<file path="src/hw/rtl/shlpp_pkg.sv">
// ----------------------------------------------------------------------------
// shlpp_pkg
// Shared types and constants of the sync-header length packet parser.
// ----------------------------------------------------------------------------
package shlpp_pkg;

  // default header layout, in bytes
  localparam int SyncBytesDef  = 2;
  localparam int IdBytesDef    = 4;
  localparam int SeqBytesDef   = 2;
  localparam int LenBytesDef   = 2;
  localparam int CrcBytesDef   = 2;
  localparam int QueueDepthDef = 2;

  // fixed field widths
  localparam int ByteW    = 8;
  localparam int PatternW = 16;
  localparam int IdW      = 32;
  localparam int SeqW     = 16;
  localparam int LenW     = 16;
  localparam int CrcW     = 16;
  localparam int CountW   = 16;

  // parser phases
  typedef enum logic [2:0] {
    PH_HUNT = 3'd0,
    PH_ID   = 3'd1,
    PH_TYPE = 3'd2,
    PH_SEQ  = 3'd3,
    PH_LEN  = 3'd4,
    PH_CRC  = 3'd5,
    PH_DATA = 3'd6
  } phase_t;

  // one result item as it moves through the queue
  typedef struct packed {
    logic [ByteW-1:0] payload_byte;
    logic             has_byte;
    logic             last;
    logic [ByteW-1:0] pkt_type;
    logic [IdW-1:0]   source_id;
    logic [SeqW-1:0]  sequence_number;
    logic [LenW-1:0]  payload_length;
    logic [CrcW-1:0]  header_crc;
  } res_t;

endpackage

</file>
<file path="src/hw/rtl/shlpp_front.sv">
// ----------------------------------------------------------------------------
// shlpp_front
// Byte parser: hunts for the sync word, gathers the header fields and emits
// one result per payload byte (or one empty result for a zero-length packet).
// ----------------------------------------------------------------------------
module shlpp_front #(
  parameter int SYNC_BYTES = shlpp_pkg::SyncBytesDef,
  parameter int ID_BYTES   = shlpp_pkg::IdBytesDef,
  parameter int SEQ_BYTES  = shlpp_pkg::SeqBytesDef,
  parameter int LEN_BYTES  = shlpp_pkg::LenBytesDef,
  parameter int CRC_BYTES  = shlpp_pkg::CrcBytesDef
) (
  input  logic                          clk,
  input  logic                          rst_n,
  input  logic                          cfg_valid,
  input  logic [shlpp_pkg::PatternW-1:0] cfg_data,
  input  logic                          byte_valid,
  input  logic [shlpp_pkg::ByteW-1:0]   byte_data,
  input  logic                          queue_full,
  output logic                          byte_ready,
  output logic                          push,
  output shlpp_pkg::res_t               push_data
);
  import shlpp_pkg::*;

  localparam logic [CountW-1:0] SyncLast = CountW'(SYNC_BYTES - 1);
  localparam logic [CountW-1:0] IdLast   = CountW'(ID_BYTES - 1);
  localparam logic [CountW-1:0] SeqLast  = CountW'(SEQ_BYTES - 1);
  localparam logic [CountW-1:0] LenLast  = CountW'(LEN_BYTES - 1);
  localparam logic [CountW-1:0] CrcLast  = CountW'(CRC_BYTES - 1);

  logic [PatternW-1:0] pattern_r;
  phase_t              phase_r, phase_nxt;
  logic [CountW-1:0]   count_r, count_nxt;
  logic [IdW-1:0]      id_r, id_nxt;
  logic [ByteW-1:0]    type_r, type_nxt;
  logic [SeqW-1:0]     seq_r, seq_nxt;
  logic [LenW-1:0]     len_r, len_nxt;
  logic [CrcW-1:0]     crc_r, crc_nxt;
  logic                take;
  logic [ByteW-1:0]    want;
  logic [CountW-1:0]   count_inc;
  logic                fin;

  assign byte_ready = !queue_full;
  assign take       = byte_valid && !queue_full;
  assign count_inc  = count_r + CountW'(1);
  assign fin        = (count_inc >= len_r);

  // expected sync byte, zero beyond the pattern register
  always_comb begin
    if (count_r == '0) begin
      want = pattern_r[ByteW-1:0];
    end else if (count_r == CountW'(1)) begin
      want = pattern_r[2*ByteW-1:ByteW];
    end else begin
      want = '0;
    end
  end

  // next state and result
  always_comb begin
    phase_nxt = phase_r;
    count_nxt = count_r;
    id_nxt    = id_r;
    type_nxt  = type_r;
    seq_nxt   = seq_r;
    len_nxt   = len_r;
    crc_nxt   = crc_r;
    push      = 1'b0;
    push_data = '{payload_byte: byte_data, has_byte: 1'b1, last: fin,
                  pkt_type: type_r, source_id: id_r,
                  sequence_number: seq_r, payload_length: len_r,
                  header_crc: crc_r};
    if (take) begin
      unique case (phase_r)
        PH_HUNT: begin
          if (byte_data == want) begin
            if (count_r == SyncLast) begin
              phase_nxt = PH_ID;
              count_nxt = '0;
            end else begin
              count_nxt = count_inc;
            end
          end else begin
            count_nxt = '0;
          end
        end
        PH_ID: begin
          for (int i = 0; i < IdW / ByteW; i++) begin
            if (count_r == CountW'(i)) id_nxt[ByteW*i +: ByteW] = byte_data;
          end
          count_nxt = count_inc;
          if (count_r == IdLast) begin
            phase_nxt = PH_TYPE;
            count_nxt = '0;
          end
        end
        PH_TYPE: begin
          type_nxt  = byte_data;
          phase_nxt = PH_SEQ;
          count_nxt = '0;
        end
        PH_SEQ: begin
          for (int i = 0; i < SeqW / ByteW; i++) begin
            if (count_r == CountW'(i)) seq_nxt[ByteW*i +: ByteW] = byte_data;
          end
          count_nxt = count_inc;
          if (count_r == SeqLast) begin
            phase_nxt = PH_LEN;
            count_nxt = '0;
          end
        end
        PH_LEN: begin
          for (int i = 0; i < LenW / ByteW; i++) begin
            if (count_r == CountW'(i)) len_nxt[ByteW*i +: ByteW] = byte_data;
          end
          count_nxt = count_inc;
          if (count_r == LenLast) begin
            phase_nxt = PH_CRC;
            count_nxt = '0;
          end
        end
        PH_CRC: begin
          for (int i = 0; i < CrcW / ByteW; i++) begin
            if (count_r == CountW'(i)) crc_nxt[ByteW*i +: ByteW] = byte_data;
          end
          count_nxt = count_inc;
          if (count_r == CrcLast) begin
            count_nxt = '0;
            if (len_r == '0) begin
              // empty packet: one byteless result, then hunt again
              push      = 1'b1;
              push_data = '{payload_byte: '0, has_byte: 1'b0, last: 1'b1,
                            pkt_type: type_r, source_id: id_r,
                            sequence_number: seq_r, payload_length: len_r,
                            header_crc: crc_nxt};
              phase_nxt = PH_HUNT;
              id_nxt    = '0;
              type_nxt  = '0;
              seq_nxt   = '0;
              len_nxt   = '0;
              crc_nxt   = '0;
            end else begin
              phase_nxt = PH_DATA;
            end
          end
        end
        PH_DATA: begin
          push      = 1'b1;
          count_nxt = count_inc;
          if (fin) begin
            phase_nxt = PH_HUNT;
            count_nxt = '0;
            id_nxt    = '0;
            type_nxt  = '0;
            seq_nxt   = '0;
            len_nxt   = '0;
            crc_nxt   = '0;
          end
        end
        default: begin
          phase_nxt = PH_HUNT;
          count_nxt = '0;
          id_nxt    = '0;
          type_nxt  = '0;
          seq_nxt   = '0;
          len_nxt   = '0;
          crc_nxt   = '0;
        end
      endcase
    end
  end

  // state registers
  always_ff @(posedge clk) begin
    if (!rst_n) begin
      pattern_r <= '0;
      phase_r   <= PH_HUNT;
      count_r   <= '0;
      id_r      <= '0;
      type_r    <= '0;
      seq_r     <= '0;
      len_r     <= '0;
      crc_r     <= '0;
    end else begin
      if (cfg_valid) pattern_r <= cfg_data;
      phase_r <= phase_nxt;
      count_r <= count_nxt;
      id_r    <= id_nxt;
      type_r  <= type_nxt;
      seq_r   <= seq_nxt;
      len_r   <= len_nxt;
      crc_r   <= crc_nxt;
    end
  end

endmodule

</file>
<file path="src/hw/rtl/shlpp_queue.sv">
// ----------------------------------------------------------------------------
// shlpp_queue
// Short result queue between the parser and the output channel.
// ----------------------------------------------------------------------------
module shlpp_queue #(
  parameter int DEPTH = shlpp_pkg::QueueDepthDef
) (
  input  logic            clk,
  input  logic            rst_n,
  input  logic            push,
  input  shlpp_pkg::res_t push_data,
  output logic            full,
  output logic            pop_valid,
  input  logic            pop_ready,
  output shlpp_pkg::res_t pop_data
);
  import shlpp_pkg::*;

  localparam int PtrW = (DEPTH > 1) ? $clog2(DEPTH) : 1;
  localparam int CntW = $clog2(DEPTH + 1);
  localparam logic [PtrW-1:0] PtrLast = PtrW'(DEPTH - 1);

  res_t            mem_r [DEPTH];
  logic [PtrW-1:0] wr_ptr_r, wr_ptr_nxt;
  logic [PtrW-1:0] rd_ptr_r, rd_ptr_nxt;
  logic [CntW-1:0] count_r, count_nxt;
  logic            do_push, do_pop;

  assign full      = (count_r == CntW'(DEPTH));
  assign pop_valid = (count_r != '0);
  assign pop_data  = mem_r[rd_ptr_r];
  assign do_push   = push && !full;
  assign do_pop    = pop_valid && pop_ready;

  // pointer and fill count update
  always_comb begin
    wr_ptr_nxt = wr_ptr_r;
    rd_ptr_nxt = rd_ptr_r;
    count_nxt  = count_r;
    if (do_push) wr_ptr_nxt = (wr_ptr_r == PtrLast) ? '0 : wr_ptr_r + PtrW'(1);
    if (do_pop)  rd_ptr_nxt = (rd_ptr_r == PtrLast) ? '0 : rd_ptr_r + PtrW'(1);
    if (do_push && !do_pop) begin
      count_nxt = count_r + CntW'(1);
    end else if (do_pop && !do_push) begin
      count_nxt = count_r - CntW'(1);
    end
  end

  always_ff @(posedge clk) begin
    if (!rst_n) begin
      wr_ptr_r <= '0;
      rd_ptr_r <= '0;
      count_r  <= '0;
    end else begin
      wr_ptr_r <= wr_ptr_nxt;
      rd_ptr_r <= rd_ptr_nxt;
      count_r  <= count_nxt;
    end
  end

  // entry storage
  always_ff @(posedge clk) begin
    if (do_push) mem_r[wr_ptr_r] <= push_data;
  end

endmodule

</file>
<file path="src/hw/rtl/sync_header_length_packet_parser_core.sv">
// ----------------------------------------------------------------------------
// sync_header_length_packet_parser_core
// Sync-word hunter and length-prefixed packet deframer with header fields.
// ----------------------------------------------------------------------------
// A result is written into the result queue when the byte that causes it is
// taken. Throughput: one byte per cycle; the parser stalls only when the result
// queue (QUEUE_DEPTH entries) is full.
// Reset (rst_n low, synchronous): sync word cleared to zero, parser back to
// hunting, header fields cleared, result queue emptied.
module sync_header_length_packet_parser_core #(
  parameter int SYNC_BYTES  = shlpp_pkg::SyncBytesDef,
  parameter int ID_BYTES    = shlpp_pkg::IdBytesDef,
  parameter int SEQ_BYTES   = shlpp_pkg::SeqBytesDef,
  parameter int LEN_BYTES   = shlpp_pkg::LenBytesDef,
  parameter int CRC_BYTES   = shlpp_pkg::CrcBytesDef,
  parameter int QUEUE_DEPTH = shlpp_pkg::QueueDepthDef
) (
  input  logic        clk,
  input  logic        rst_n,
  // configuration: start_pattern
  input  logic        cfg_valid,
  output logic        cfg_ready,
  input  logic [15:0] cfg_data,
  // input bytes
  input  logic        in_tvalid,
  output logic        in_tready,
  input  logic [7:0]  in_tdata,   // [7:0] rx_byte
  // results
  output logic        out_tvalid,
  input  logic        out_tready,
  output logic [87:0] out_tdata,  // payload_byte, source_id, sequence_number,
                                  // payload_length, header_crc
  output logic [8:0]  out_tuser,  // has_byte, pkt_type
  output logic        out_tlast
);
  import shlpp_pkg::*;

  logic full;
  logic push;
  res_t push_data;
  res_t pop_data;

  assign cfg_ready = 1'b1;

  // parser
  shlpp_front #(
    .SYNC_BYTES (SYNC_BYTES),
    .ID_BYTES   (ID_BYTES),
    .SEQ_BYTES  (SEQ_BYTES),
    .LEN_BYTES  (LEN_BYTES),
    .CRC_BYTES  (CRC_BYTES)
  ) u_front (
    .clk        (clk),
    .rst_n      (rst_n),
    .cfg_valid  (cfg_valid),
    .cfg_data   (cfg_data),
    .byte_valid (in_tvalid),
    .byte_data  (in_tdata),
    .queue_full (full),
    .byte_ready (in_tready),
    .push       (push),
    .push_data  (push_data)
  );

  // result queue
  shlpp_queue #(
    .DEPTH (QUEUE_DEPTH)
  ) u_queue (
    .clk       (clk),
    .rst_n     (rst_n),
    .push      (push),
    .push_data (push_data),
    .full      (full),
    .pop_valid (out_tvalid),
    .pop_ready (out_tready),
    .pop_data  (pop_data)
  );

  // output packing
  assign out_tdata = {pop_data.header_crc, pop_data.payload_length,
                      pop_data.sequence_number, pop_data.source_id,
                      pop_data.payload_byte};
  assign out_tuser = {pop_data.pkt_type, pop_data.has_byte};
  assign out_tlast = pop_data.last;

  // the parser never offers a result into a full queue
  a_no_overflow: assert property (@(posedge clk) disable iff (!rst_n)
    push |-> !full) else $error("result pushed into full queue");

  // an empty-packet result is always the last of its packet
  a_empty_is_last: assert property (@(posedge clk) disable iff (!rst_n)
    (out_tvalid && !out_tuser[0]) |-> (out_tlast && out_tdata[7:0] == 8'd0))
    else $error("byteless result not marked last or carries data");

  // after a result is pushed, the output holds a valid result the next cycle
  a_push_visible: assert property (@(posedge clk) disable iff (!rst_n)
    push |=> out_tvalid) else $error("pushed result not visible");

  // queue comes out of reset empty
  a_reset_empty: assert property (@(posedge clk)
    !rst_n |=> !out_tvalid) else $error("results present after reset");

endmodule
</file>
<file path="config.mk">
export PLATFORM = sky130hd
export DESIGN_NAME = sync_header_length_packet_parser_core
export DESIGN_NICKNAME = d
export VERILOG_FILES = /design/src/hw/rtl/shlpp_pkg.sv /design/src/hw/rtl/shlpp_front.sv /design/src/hw/rtl/shlpp_queue.sv /design/src/hw/rtl/sync_header_length_packet_parser_core.sv
export SDC_FILE = /design/constraint.sdc
export NUM_CORES = 1
export LEC_CHECK = 0
export ABC_AREA = 1
export ABC_CLOCK_PERIOD_IN_PS = 13700
export BUFFER_PORTS_ARGS = -buffer_cell sky130_fd_sc_hd__clkbuf_2
export CAP_MARGIN = 25
export CORE_MARGIN = 4
export CORE_UTILIZATION = 60
export CTS_CLUSTER_DIAMETER = 200
export DETAILED_ROUTE_END_ITERATION = 10
export GPL_ROUTABILITY_DRIVEN = 0
export MAX_ROUTING_LAYER = met4
export PLACE_DENSITY_LB_ADDON = 0.3
export SETUP_SLACK_MARGIN = 0.4
export SLEW_MARGIN = 20
export SYNTH_ARGS = -nofsm -noshare
export SYNTH_HDL_FRONTEND = slang
export SYNTH_HIERARCHICAL = 1
export SYNTH_SLANG_ARGS = --single-unit
</file>
<file path="constraint.sdc">
create_clock -name clk -period 13.7 [get_ports clk]
set_clock_uncertainty 0.2 [all_clocks]
set_input_delay 1.37 -clock clk [delete_from_list [all_inputs] [get_ports clk]]
set_output_delay 1.37 -clock clk [all_outputs]
set_load 0.02 [all_outputs]
</file>
==> impl_metrics.json <==
{
  "run_status": "completed",
  "max_freq_ghz": 0.1896,
  "drv_cap": 0,
  "synth_nets": 1345,
  "cp_slowest_stage_delay_ns": 0.91,
  "antenna_found_initial": 0,
  "setup_viol": 0,
  "port_buffers": 128,
  "final_nets": 1462,
  "clock_latency_ns": 0.54,
  "postCtsHoldBufs": 0,
  "drt_pass1_iterations": 8,
  "wirelength_mm": 30.49,
  "critPathMaxFanout": 66,
  "hold_class": "reg -> reg",
  "track_usage_pct": 23.62,
  "detailroute.via_count": 9745,
  "tns_ns": 0,
  "vdd_drop_max_mv": 0.08747,
  "cts_setup_buffers": 0,
  "syn_area_per_cell_um2": 10.80,
  "critPathKind": "in -> reg",
  "viasPerCell": 5.572,
  "drv_slew": 0,
  "r2r-start": "u_front/count_r[1]",
  "min_from": "u_front/seq_r[7]",
  "grt_pass1_vias": 9257,
  "start_util_pct": 61.41,
  "ys_seq_area_share_pct": 60.39,
  "place_area_mm2": 0.01479,
  "arrival_ns": 5.23,
  "antenna_left": 0,
  "ys.flop_type": "edfxtp_1",
  "async_flop_share_pct": 0,
  "post-place-ws_ns": 7.906,
  "grt_pass1_wl_mm": 47.89,
  "htreeDepth": 1,
  "design_area_mm2": 0.01584,
  "fp.dieArea_mm2": 0.02582,
  "antenna_cells": 0,
  "yosysWarnings": 6,
  "hold_viol": 0,
  "cpMaxStageDelayCell": "buf_4",
  "path_clk_slew_ns": 0.06,
  "hpwl_mm": 20.32,
  "ios": 130,
  "end_kind": "flop",
  "drt_iter0_drc": 855,
  "cp_cell_sequence": "clkbuf_2 -> nand2_1 -> nor4_4 -> buf_4 -> inv_2 -> o21ai_0 -> o21ai_0 -> nor2_4 -> buf_4",
  "root_buffer": "clkbuf_16",
  "max_slew_margin_pct": 34.48,
  "grt.overflow.total": 0,
  "power.leakage_nw": 6.384,
  "cts_buffer_depth": 3,
  "avgRoutedWirePerCell_um": 17.43,
  "numClockSinks": 324,
  "die_y_um": 160.7,
  "syn_area_mm2": 0.01399,
  "layout-drive-gt1-share_pct": 24.30,
  "critical_path_required_ns": 13.66,
  "fillers": 1647,
  "ys_types": 42,
  "die_w_um": 160.7,
  "syn_inst": 1295,
  "crit_start": "in_tvalid",
  "core_region_area_mm2": 0.02278,
  "num_rows": 55,
  "ys_ff_latch": 324,
  "synth_edf_count": 196,
  "area_growth_pct": 13.20,
  "fin_crit_ns": 5.274,
  "cts_buffers": 31,
  "rsz0062_at_grt": "false",
  "fin_crit_sh_pct": 38.50,
  "postLayoutCoreUtil_pct": 69.52,
  "start_kind": "input port",
  "cts_tree": "done",
  "power_density_mw_per_mm2": 124.8,
  "layout_setup_ws_ns": 8.426,
  "drc": 0,
  "grt_max_degree": 67,
  "cts_resized": 0,
  "tightestPinTransition_ns": 0.9828
}
==> power breakdown <==
group	internal [mW]	switching [mW]	leakage, nW
sequential	1.03	0.00835	3.12
clock	0.504	0.350	0.514
combinational	0.0291	0.0570	2.75
total	1.56	0.416	6.38
==> cells by family (layout without fill, tap and decap cells) <==
| group | Yosys count | after routing | synth area share, % |
|---|---|---|---|
| DFF | 324 | 324 | 60.39 |
| adders and majority gates | 21 | 21 | 1.878 |
| other | 1 | 1 | 0.02681 |
| xor gates and xnor gates | 14 | 14 | 0.8766 |
| AOI/OAI and AO/OA | 177 | 177 | 6.986 |
| buffers and inverters | 151 | 292 | 4.830 |
| muxes | 98 | 98 | 8.426 |
| and+or+nand+nor | 509 | 509 | 16.58 |
==> per-stage QoR <==
stage               power [mW]  hold slack [ns]  cells
floorplan                1.116           0.2256   1295
global placement         1.140           0.2290   1692
detailed placement       1.141           0.2383   1692
CTS                      1.988           0.2526   1749
global route             2.040           0.2684   1749
finish                   1.976           0.2539   1749
==> registers in the layout, indices dropped and copies added (netlist names), 2 cells and up, named ones only <==
name	cells
u_front/crc_r	16
u_front/id_r	32
u_front/phase_r	3
u_front/count_r	16
u_front/type_r	8
u_queue/mem_r	196
u_front/seq_r	16
u_queue/count_r	2
u_front/pattern_r	16
u_front/len_r	16
==> cell type report <==
cell class | instances | area, um^2 | share of cell area (%)
Timing Repair Buffer | 135 | 693.2 | 4.377
Clock inverter | 19 | 178.9 | 1.130
Clock buffer | 38 | 864.6 | 5.460
Sequential cell | 324 | 8452 | 53.37
Tap cell | 313 | 391.6 | 2.473
Multi-Input combinational cell | 820 | 4880 | 30.82
Inverter | 100 | 375.4 | 2.370
==> layer usage <==
metal	vias to the layer above	wire, um	GRT usage, %	share of wire, %
met5	-	0	-	0
met4	0	751	6.630	2.5
met3	54	2113	3.721	6.9
met2	399	14850	39.16	49
met1	4590	12770	30.59	42
li1	4702	-	-	-
==> critical path, delay by kind of cell <==
kind	cells	cell delay (ns)
and+or+nand+nor	3	1.69
buffers and inverters	4	1.50
AOI/OAI and AO/OA	2	0.61
==> final timing paths <==
path                                             end  cells after the start  slack [ns]
worst max-delay path            u_queue/mem_r[1][34]                      9        8.43
worst min-delay path            u_queue/mem_r[1][39]                      0        0.25
worst max register to register  u_queue/mem_r[1][34]                     14        8.64
worst min register to register  u_queue/mem_r[1][39]                      0        0.25
==> synth_stat cells (3+ instances only) <==
cell,instances,area (um^2)
mux2_2,78,878.3
o21ai_0,54,270.3
nor2_1,149,559.3
buf_4,3,22.52
nand4_1,31,193.9
dfxtp_1,128,2562
xor2_1,14,122.6
nand3_1,78,390.4
nand2_4,3,33.78
ha_1,21,262.8
a21oi_2,15,131.4
nor2_2,5,31.28
a21oi_1,99,495.5
nor2_4,3,33.78
nor3_1,9,45.04
clkbuf_1,21,78.83
inv_1,87,326.6
a211oi_1,5,37.54
nand2_2,4,25.02
buf_6,8,90.09
nor4_1,3,18.77
or2_2,3,18.77
mux2_4,20,300.3
buf_2,17,85.08
nand3b_1,3,22.52
nand2_1,203,762.0
inv_2,12,45.04
edfxtp_1,196,5886
nand3_2,10,100.1
==> placed cells by master, fill, tap and decap left out, types with 4 or more instances in the layout <==
cell type,Yosys,final
nand2_1,203,203
nand3_2,10,10
nor2_2,5,5
nor3_1,9,9
a21oi_1,99,99
clkbuf_16,0,33
clkinv_2,0,10
a21oi_2,15,15
nand4_1,31,31
buf_4,3,7
a211oi_1,5,5
inv_1,87,87
clkbuf_2,0,128
o21ai_0,54,54
inv_2,12,12
nor2_4,3,5
mux2_2,78,78
ha_1,21,21
nand2_2,4,4
edfxtp_1,196,196
mux2_4,20,20
dfxtp_1,128,127
nor2_1,149,147
xor2_1,14,14
nand3_1,78,78
(Power assumes the default switching activity.)
